<file path="src/rtl/cpbd_pkg.sv">
// Shared types and constants for the cassette pulse byte decoder.
// Used by cpbd_core and cassette_pulse_byte_decoder; no dependencies.
`timescale 1ns / 1ps

package cpbd_pkg;

  localparam int BITS_PER_BYTE = 8;
  localparam int BIT_CNT_W     = $clog2(BITS_PER_BYTE + 1);

  localparam int SAMPLE_W = 8;
  localparam int BYTE_W   = 8;
  localparam int COUNT_W  = 16;
  localparam int INDEX_W  = 8;
  localparam int CFG_W    = 16;

  localparam logic [SAMPLE_W-1:0] THRESHOLD_RST  = 8'd170;
  localparam logic [7:0]          CLOCK_GAP_RST  = 8'd10;
  localparam logic [7:0]          BURN_RST       = 8'd5;
  localparam logic [COUNT_W-1:0]  LIMIT_RST      = 16'd500;
  localparam logic [7:0]          INIT_SKIP_RST  = 8'd0;
  localparam logic [COUNT_W-1:0]  COUNT_MAX      = '1;

  typedef enum logic [INDEX_W-1:0] {
    REG_THRESHOLD  = 8'd0,
    REG_CLOCK_GAP  = 8'd1,
    REG_BURN       = 8'd2,
    REG_LIMIT      = 8'd3,
    REG_INIT_SKIP  = 8'd4
  } cpbd_reg_t;

  typedef struct packed {
    logic [SAMPLE_W-1:0] pulse_threshold;
    logic [7:0]          clock_gap;
    logic [7:0]          burn_count;
    logic [COUNT_W-1:0]  byte_limit;
    logic [7:0]          start_skip;
  } cpbd_cfg_t;

  typedef struct packed {
    logic              valid;
    logic [BYTE_W-1:0] data_byte;
    logic              timed_out;
  } cpbd_res_t;

endpackage

</file>
<file path="src/rtl/cpbd_core.sv">
// Per-sample decode state and its update, applied on each step.
// Depends on cpbd_pkg.
`timescale 1ns / 1ps

module cpbd_core (
  input  logic                          clk,
  input  logic                          rst,
  input  logic                          step,
  input  logic [cpbd_pkg::SAMPLE_W-1:0] sample,
  input  cpbd_pkg::cpbd_cfg_t           cfg,
  output cpbd_pkg::cpbd_res_t           res
);

  logic [7:0]                       skip_left, skip_left_next;
  logic                             bit_pending, bit_pending_next;
  logic [cpbd_pkg::BYTE_W-1:0]      shift_value, shift_value_next;
  logic [cpbd_pkg::BIT_CNT_W-1:0]   bit_count, bit_count_next;
  logic [cpbd_pkg::COUNT_W-1:0]     sample_count, sample_count_next;
  logic                             lookahead_due, lookahead_due_next;
  logic [7:0]                       burn_left, burn_left_next;
  logic                             timeout_armed, timeout_armed_next;

  logic                             level;
  logic [7:0]                       ahead_less_one;
  logic [cpbd_pkg::COUNT_W-1:0]     count_inc;
  logic [cpbd_pkg::BYTE_W-1:0]      shifted;
  logic [cpbd_pkg::BIT_CNT_W-1:0]   bits_inc;

  assign level          = sample >= cfg.pulse_threshold;
  assign ahead_less_one = (cfg.clock_gap == 8'd0) ? 8'd0 : cfg.clock_gap - 8'd1;
  assign count_inc      = (sample_count == cpbd_pkg::COUNT_MAX) ? sample_count
                                                                 : sample_count + 1'b1;
  assign shifted        = {shift_value[cpbd_pkg::BYTE_W-2:0], level};
  assign bits_inc       = bit_count + 1'b1;

  // res is the result this sample would give; state moves only on step
  always_comb begin
    skip_left_next     = skip_left;
    bit_pending_next   = bit_pending;
    shift_value_next   = shift_value;
    bit_count_next     = bit_count;
    sample_count_next  = sample_count;
    lookahead_due_next = lookahead_due;
    burn_left_next     = burn_left;
    timeout_armed_next = timeout_armed;
    res                = '0;

    if (burn_left != 8'd0) begin
      burn_left_next = burn_left - 8'd1;
    end else if (lookahead_due) begin
      lookahead_due_next = 1'b0;
      skip_left_next     = level ? cfg.clock_gap : ahead_less_one;
    end else begin
      sample_count_next = count_inc;
      if (timeout_armed && (count_inc > cfg.byte_limit)) begin
        timeout_armed_next = 1'b0;
        skip_left_next     = cfg.start_skip;
        bit_pending_next   = 1'b0;
        shift_value_next   = '0;
        bit_count_next     = '0;
        sample_count_next  = '0;
        res.valid          = 1'b1;
        res.timed_out      = 1'b1;
      end else if (skip_left != 8'd0) begin
        skip_left_next = skip_left - 8'd1;
      end else if (bit_pending) begin
        bit_pending_next = 1'b0;
        if (bits_inc >= cpbd_pkg::BIT_CNT_W'(cpbd_pkg::BITS_PER_BYTE)) begin
          res.valid          = 1'b1;
          res.data_byte      = shifted;
          timeout_armed_next = 1'b1;
          burn_left_next     = cfg.burn_count;
          skip_left_next     = cfg.start_skip;
          shift_value_next   = '0;
          bit_count_next     = '0;
          sample_count_next  = '0;
        end else begin
          shift_value_next = shifted;
          bit_count_next   = bits_inc;
          skip_left_next   = ahead_less_one;
        end
      end else if (level) begin
        bit_pending_next   = 1'b1;
        lookahead_due_next = 1'b1;
      end
    end
  end

  always_ff @(posedge clk) begin
    if (rst) begin
      skip_left     <= cpbd_pkg::INIT_SKIP_RST;
      bit_pending   <= 1'b0;
      shift_value   <= '0;
      bit_count     <= '0;
      sample_count  <= '0;
      lookahead_due <= 1'b0;
      burn_left     <= 8'd0;
      timeout_armed <= 1'b0;
    end else if (step) begin
      skip_left     <= skip_left_next;
      bit_pending   <= bit_pending_next;
      shift_value   <= shift_value_next;
      bit_count     <= bit_count_next;
      sample_count  <= sample_count_next;
      lookahead_due <= lookahead_due_next;
      burn_left     <= burn_left_next;
      timeout_armed <= timeout_armed_next;
    end
  end

  a_burn_silent: assert property (@(posedge clk) disable iff (rst)
    (burn_left != 8'd0) |-> !res.valid)
    else $error("result during burn-off");

  a_timeout_armed: assert property (@(posedge clk) disable iff (rst)
    (step && res.valid && res.timed_out) |=> !timeout_armed)
    else $error("timeout left armed");

  a_byte_arms: assert property (@(posedge clk) disable iff (rst)
    (step && res.valid && !res.timed_out) |=> timeout_armed
      && (burn_left == $past(cfg.burn_count)))
    else $error("byte did not arm timeout or load burn-off");

endmodule

</file>
<file path="src/rtl/cassette_pulse_byte_decoder.sv">
// Top level: configuration registers, input register, decode core, output register.
// Depends on cpbd_pkg and cpbd_core.
// A sample's result, if any, is registered in the output register when it advances.
// Throughput: one sample per cycle; the input register holds only while the output
// register is full and stalled and the held sample would produce a result.
// Reset: synchronous; registers return to their defaults, decode state clears.
`timescale 1ns / 1ps

module cassette_pulse_byte_decoder (
  input  logic                          clk,
  input  logic                          rst,
  input  logic                          s_tvalid,
  output logic                          s_tready,
  input  logic [7:0]                    s_tdata,    // [7:0] sample
  output logic                          m_tvalid,
  input  logic                          m_tready,
  output logic [7:0]                    m_tdata,    // [7:0] data_byte
  output logic                          m_tuser,    // [0] timed_out
  input  logic                          cfg_valid,
  output logic                          cfg_ready,
  input  logic [cpbd_pkg::INDEX_W-1:0]  cfg_index,
  input  logic [cpbd_pkg::CFG_W-1:0]    cfg_data
);

  cpbd_pkg::cpbd_cfg_t          cfg;
  cpbd_pkg::cpbd_res_t          res;
  logic                         in_valid;
  logic [cpbd_pkg::SAMPLE_W-1:0] in_sample;
  logic                         advance;

  assign cfg_ready = 1'b1;

  always_ff @(posedge clk) begin
    if (rst) begin
      cfg.pulse_threshold <= cpbd_pkg::THRESHOLD_RST;
      cfg.clock_gap       <= cpbd_pkg::CLOCK_GAP_RST;
      cfg.burn_count      <= cpbd_pkg::BURN_RST;
      cfg.byte_limit      <= cpbd_pkg::LIMIT_RST;
      cfg.start_skip      <= cpbd_pkg::INIT_SKIP_RST;
    end else if (cfg_valid && cfg_ready) begin
      case (cfg_index)
        cpbd_pkg::REG_THRESHOLD:  cfg.pulse_threshold <= cfg_data[7:0];
        cpbd_pkg::REG_CLOCK_GAP:  cfg.clock_gap       <= cfg_data[7:0];
        cpbd_pkg::REG_BURN:       cfg.burn_count      <= cfg_data[7:0];
        cpbd_pkg::REG_LIMIT:      cfg.byte_limit      <= cfg_data;
        cpbd_pkg::REG_INIT_SKIP:  cfg.start_skip      <= cfg_data[7:0];
        default: ;
      endcase
    end
  end

  // advance the held sample unless its result has nowhere to go
  assign advance  = in_valid && (!m_tvalid || m_tready || !res.valid);
  assign s_tready = !in_valid || advance;

  always_ff @(posedge clk) begin
    if (rst) begin
      in_valid <= 1'b0;
    end else if (s_tready) begin
      in_valid <= s_tvalid;
    end
  end

  always_ff @(posedge clk) begin
    if (s_tready && s_tvalid) begin
      in_sample <= s_tdata;
    end
  end

  cpbd_core u_core (
    .clk    (clk),
    .rst    (rst),
    .step   (advance),
    .sample (in_sample),
    .cfg    (cfg),
    .res    (res)
  );

  always_ff @(posedge clk) begin
    if (rst) begin
      m_tvalid <= 1'b0;
    end else if (advance && res.valid) begin
      m_tvalid <= 1'b1;
    end else if (m_tready) begin
      m_tvalid <= 1'b0;
    end
  end

  always_ff @(posedge clk) begin
    if (advance && res.valid) begin
      m_tdata <= res.data_byte;
      m_tuser <= res.timed_out;
    end
  end

  a_timeout_zero: assert property (@(posedge clk) disable iff (rst)
    (m_tvalid && m_tuser) |-> (m_tdata == 8'd0))
    else $error("timeout transaction carries data");

  a_hold_sample: assert property (@(posedge clk) disable iff (rst)
    (in_valid && !advance) |=> (in_valid && $stable(in_sample)))
    else $error("held sample lost");

  a_no_overwrite: assert property (@(posedge clk) disable iff (rst)
    (m_tvalid && !m_tready) |-> !(advance && res.valid))
    else $error("pending result overwritten");

endmodule
</file>
<file path="config.mk">
export PLATFORM = sky130hd
export DESIGN_NAME = cassette_pulse_byte_decoder
export DESIGN_NICKNAME = d
export VERILOG_FILES = /design/src/rtl/cpbd_pkg.sv /design/src/rtl/cpbd_core.sv /design/src/rtl/cassette_pulse_byte_decoder.sv
export SDC_FILE = /design/constraint.sdc
export NUM_CORES = 1
export LEC_CHECK = 0
export BUFFER_PORTS_ARGS = -buffer_cell sky130_fd_sc_hd__buf_2
export CAP_MARGIN = 20
export CORE_MARGIN = 10
export CORE_UTILIZATION = 55
export CTS_CLUSTER_DIAMETER = 40
export DETAILED_ROUTE_END_ITERATION = 12
export PLACE_DENSITY = 0.75
export SYNTH_ARGS = -nofsm -noshare
export SYNTH_HDL_FRONTEND = slang
export SYNTH_SLANG_ARGS = --single-unit
</file>
<file path="constraint.sdc">
create_clock -name clk -period 8.1 [get_ports clk]
set_clock_uncertainty 0.05 [all_clocks]
set_input_delay 1.62 -clock clk [delete_from_list [all_inputs] [get_ports clk]]
set_output_delay 1.62 -clock clk [all_outputs]
set_load 0.02 [all_outputs]
</file>
-- Word-level counts from Yosys, hierarchy flattened
Cells that the tools add are included.
- register bits after elaboration: 113
- bits in latches: 0
- RAM bits: 0
- memory bits (read-only): 0
- input bits: 37
- output and inout port bits: 12
- word-level logic and storage cells: 120
- memories kept: 0
- $add $sub $neg: 5
- multipliers: 0
- div/mod/pow operators: 0
- magnitude comparators: 3
- equal/unequal tests: 9
- shift-type cells: 0
- multiplexer cells: 47
- bitwise logic cells: 4
- reduce and logical (&&, ||, !) cells: 34
- operators by type and width (cell ; count):
    two-way mux 8 bit ; 14
    two-way mux 16 bit ; 5
    two-way mux 7 bit ; 4
    two-way mux 9 bit ; 3
    subtractor 8 x 1 -> 8 bit, second input constant ; 3
    two-way mux 10 bit ; 2
    adder 16 x 1 -> 16 bit, second input constant ; 1
    equality test 16 bit, second input constant ; 1
    equality test 8 x 2 -> 1 bit, second input constant ; 2
    greater-than comparator 16 bit ; 1
    zero test 8 bit ; 2
    two-way mux 4 bit ; 4
    nonzero test 8 bit ; 2
    two-way mux 1 bit ; 15
    AND reduction 2 bit ; 6
    AND reduction 6 bit ; 2
    nonzero test 2 bit ; 5
    equality test 8 x 1 -> 1 bit, second input constant ; 1
    equality test 8 x 3 -> 1 bit, second input constant ; 1
    greater-or-equal comparator 8 bit ; 1
    inequality test 2 x 1 -> 1 bit, second input constant ; 3
    AND reduction 3 bit ; 2
    OR reduction 6 bit ; 1
    AND reduction 5 bit ; 1
    10 further kinds ; 20

-- Logic depth before layout (Yosys ltp)
- word-level depth: 13
- gate-level depth with buffers: 18
- depth with buffers taken out: 15

-- Modules after synthesis
A second synthesis with hierarchy kept.
- cell total of the unflattened synthesis: 720
- area, all modules: 6272.3 um^2
- modules (own cells, without submodules) (module ; instances ; cells an instance ; area an instance (um^2)):
    cpbd_core ; 1 ; 501 ; 3669.8
    cassette_pulse_byte_decoder ; 1 ; 219 ; 2602.5

-- Worst setup path before layout
No wires, ideal clock.
- path kind: reg2out
- start point: register u_core.sample_count[3] in the netlist's numbering
- end point: output port s_tready
- arrival: 3627 ps
- required time: 6430 ps
- slack: 2803 ps
- stages on the path, launching flop included: 14
- path buffers: 1
- path through: dfxtp_1 > and4_1 > nand3_1 > nor4_1 > clkbuf_1 > mux2_2 > ha_1 > nor2b_1 > o211ai_1 > a2111oi_0 > o31a_1 > nor2_1 > nor3_1 > inv_1
- longest elaborated chain between the ends: 11
- elaborated cells between the ends (all ways): 12
- those cells by class: add/sub: 1; order compare: 1; eq/ne: 1; mux: 4; reduce/logical: 5
- ends and longest elaborated chain (element ; line ; text):
    from (decl) ; cpbd_core.sv:18 ; logic [cpbd_pkg::COUNT_W-1:0] sample_count, sample_count_next;
    from (signal assigned) ; cpbd_core.sv:104 ; sample_count <= sample_count_next;
    adder 16 x 1 -> 16 bit or equality test 16 bit (tied branches) ; cpbd_core.sv:32, cpbd_core.sv:31 ;
    two-way mux 16 bit * ; cpbd_core.sv:31 ; assign count_inc = (sample_count == cpbd_pkg::COUNT_MAX) ? sample_count
    greater-than comparator 16 bit * ; cpbd_core.sv:55 ; if (timeout_armed && (count_inc > cfg.byte_limit)) begin
    logical AND 1 bit * ; cpbd_core.sv:55 ;
    two-way mux 1 bit * ; cpbd_core.sv:55 ;
    two-way mux 10 bit * ; cpbd_core.sv:50 ; end else if (lookahead_due) begin
    two-way mux 10 bit * ; cpbd_core.sv:48 ; if (burn_left != 8'd0) begin
    zero test 1 bit * ; cassette_pulse_byte_decoder.sv:53 ; assign advance = in_valid && (!m_tvalid || m_tready || !res.valid);
    logical OR 1 bit * ; cassette_pulse_byte_decoder.sv:53 ;
    logical AND 1 bit * ; cassette_pulse_byte_decoder.sv:53 ;
    logical OR 1 bit * ; cassette_pulse_byte_decoder.sv:54 ; assign s_tready = !in_valid || advance;
    to (decl) ; cassette_pulse_byte_decoder.sv:13 ; output logic s_tready,
Mark *: on every way between the ends. The rest lies on a longest branch, timed or not.

-- Worst setup path in the final report
Same ends and word-level chain as after synthesis.

==> metrics.md <==
| Metric | Value |
|---|---|
| WS Path Type | reg -> out |
| CTS Buf Count | 17 |
| Vias | 5,342 |
| PostCTS Resize Cnt | 0 |
| Post-Syn Instances | 707 |
| Commonest non-fill, non-tap cells in the layout | nand2_1 (98), dfxtp_1 (96), nor2_1 (71) |
| Pin count of the biggest net entering global routing | 81 |
| Fmax | 147 MHz |
| DIE HEIGHT | 125 um |
| Crit Reg-Reg Startpoint | u_core.sample_count[3]$_SDFFE_PP0P_ |
| Cells along the critical path | and4_1, nand3_1, nor3_1, nor3b_1, mux2_2, ha_1, nand4_1, a2111oi_0, o31a_1, nor2_1, nor3_1, inv_1, buf_2 |
| Routed WL per cell | 16.9 um |
| First-pass GRT wire length | 25,300 um |
| Min Tclk post-route | 6.82 ns |
| Number of core rows | 38 |
| Worst vdd ir | 266 uV |
| Run status | finished, final reports clean |
| HP Class | reg -> reg |
| DR pass1 iterations | 5 |
| Crit share post-route | 84.2% |
| Clock latency at the later pin of the worst-skew pair | 0.54 ns |
| Crit path largest cell delay | 0.77 ns |
| # diodes | 0 |
| Slowest cell on the critical path | a2111oi_0 |
| Gpl congestion | 0.907 |
| Final slew viol count | 0 |
| Arrival @ worst endpoint | 5.15 ns |
| IO Count | 49 |
| Via/cell ratio | 5.92 |
| Post-Route WL | 15,200 um |
| Lkg Pwr | 2.84 nW |
| Delay-heaviest family, CP | simple AND/OR/NAND/NOR gates |
| Worst-path clk slew | 0.06 ns |
| DRT iter0 DRCs | 387 |
| Min Hold Slack | 0.401 ns |
| Root buffer cell | clkbuf_8 |
| CP dominant cell by count | nor3_1 |
| Hold buffer count at CTS | 0 |
| Hold Crit Start | u_core.shift_value[6]$_SDFFE_PP0P_ |
| All-Layer GR Usage | 19.3% |
| RSZ-0062 raised after global routing | no |
| CP Capture Type | output pin |
| Hold Path Stages | 2 |
| Detailed Place HPWL | 10,600 um |
| Max capacitance violation total | 0 |
| Post-DRT Antenna Nets | 0 |
| Power Density | 286 nW/um^2 |
| Crit start category | register |
| Pwr Total | 1.98 mW |
| Post-synth ARST share | 0% |
| Initial antenna violation count | 0 |
| Nets | 816 |
| Die W | 125 um |
| Post-Syn Nets | 774 |
| Die footprint | 15,600 um^2 |
| YS warnings | 0 |
| DR DRC count | 0 |
| Clock sinks | 113 |
| Setup_tns | 0 ns |
| Finish-stage setup viols | 0 |
| Total global routing overflow | 0 |
| Register area share after synthesis | 40.3% |
| Number of synthesized flops with an enable pin | 17 |
| CTS tree | done |
| Initial Util | 55.9% |
| Clk buf depth | 2 |
| CORE AREA | 10,800 um^2 |
| Number of synthesized register bits | 113 |
| Rel. slew slack | 27.9% |
| WP data required | 6.43 ns |
| Number of library cell types mapped by synthesis | 74 |
| Reg2reg setup slack | 2.97 ns |
| Commonest non-fill, non-tap cell in the layout | nand2_1 |
| Post-CTS Setup Bufs | 0 |
| Crit path max fanout | 13 |
| # port buffers | 47 |
| R2R cell count | 12 |
| Worst-Margin Slew | 1.07 ns |
| WP buf/inv | 2 |
| Layout cell share with drive strength beyond 1 | 14.3% |
| Vias in the first global route | 5,267 |
| Layout area overhead | 14.4% |
| H-tree levels | 4 |
| WP depth | 13 |
| Critical Path Start | u_core.sample_count[3]$_SDFFE_PP0P_ |
| Top_reg_cell synth | dfxtp_1 |
| Avg Synthesized Cell Area | 8.53 um^2 |
| Post-Syn Area | 6030 um^2 |
| Endpoints failing hold | 0 |
## registers in the layout, indices dropped and copies added, names as in the netlist
signal and count:
u_core.lookahead_due 1, u_core.sample_count 16, m_tvalid 1, in_sample 8, u_core.skip_left 8, u_core.shift_value 7
u_core.bit_count 4, cfg 48, u_core.bit_pending 1, u_core.timeout_armed 1, u_core.burn_left 8, m_tdata 8
m_tuser 1, in_valid 1
## cells by family (layout without fill, tap and decap cells)
logic type	after synthesis	in the layout	share of synthesized area [%]
buffers and inverters	67	122	4.54
adders and majority gates	30	30	6.22
AOI/OAI and AO/OA	150	150	16.1
and+or+nand+nor	290	290	23.7
other	1	1	0.0622
muxes	39	39	6.56
xor gates and xnor gates	17	17	2.47
DFF	113	113	40.3
## routing by layer
layer	share of wire, %	vias up	track usage (%)	wire [um]
met2	47	212	31.6	7140
met5	0	-	0	0
li1	-	2608	-	-
met4	2.1	0	8.02	316
met1	44	2492	23.1	6640
met3	7.6	30	5.83	1150
## layout make-up
cell class	instances	area, um^2
repair buffers	52	273
clock inverters	13	101
inverters	38	143
multi-input cells	527	3330
clock buffers	19	443
fillers	894	3890
flip-flops and latches	113	2430
well taps	140	175
## worst register-to-register path, stage by stage (launching register included)
cell and delay, ns:
dfxtp_1 0.44, and4_1 0.26, nand3_1 0.20, nor3_1 0.35, nor3b_1 0.25, mux2_2 0.37, ha_1 0.32, nand4_1 0.18
a2111oi_0 0.77, o31a_1 0.61, nor2_1 0.15, buf_4 0.24, nor2_1 0.57
## Yosys cell counts, types with 6 or more instances
master,number,area share [%]
nand2_1,98,6.1
dfxtp_1,96,32
nor2_1,71,4.4
a21oi_1,57,4.7
nand3_1,43,3.6
inv_1,37,2.3
mux2i_1,35,5.8
ha_1,30,6.2
o21ai_0,25,2.1
clkbuf_1,19,1.2
edfxtp_1,17,8.5
o211ai_1,13,1.6
and2_1,11,1.1
nor3_1,11,0.91
xnor2_1,10,1.5
a22oi_1,8,1.0
xor2_1,7,1.0
nand4_1,6,0.62
## per-stage QoR
step / cells / setup slack (ns) / cell area, um^2 / util, %
after floorplan: 707 / 2.80 / 6030 / -
after global placement: 870 / 2.19 / 6350 / 58.9
after detailed placement: 870 / 1.89 / 6350 / 58.9
after CTS: 902 / 1.31 / 6900 / 63.9
after global routing: 902 / 0.917 / 6900 / 63.9
final: 902 / 1.28 / 6900 / 63.9
## power breakdown
part           switching (mW)  total (mW)  internal, mW  leakage (nW)
combinational           0.410       0.650         0.240          1.63
clock                   0.286       0.683         0.397         0.261
sequential             0.0418       0.642         0.600         0.958
## path summary, 6_finish.rpt
kind | to
worst max register to register | m_tdata[4]$_SDFFCE_PP0P_
worst max-delay path | s_tready
worst min register to register | u_core.shift_value[6]$_SDFFE_PP0P_
worst min-delay path | u_core.shift_value[6]$_SDFFE_PP0P_
Note: power is estimated with default switching activity, not from simulation.
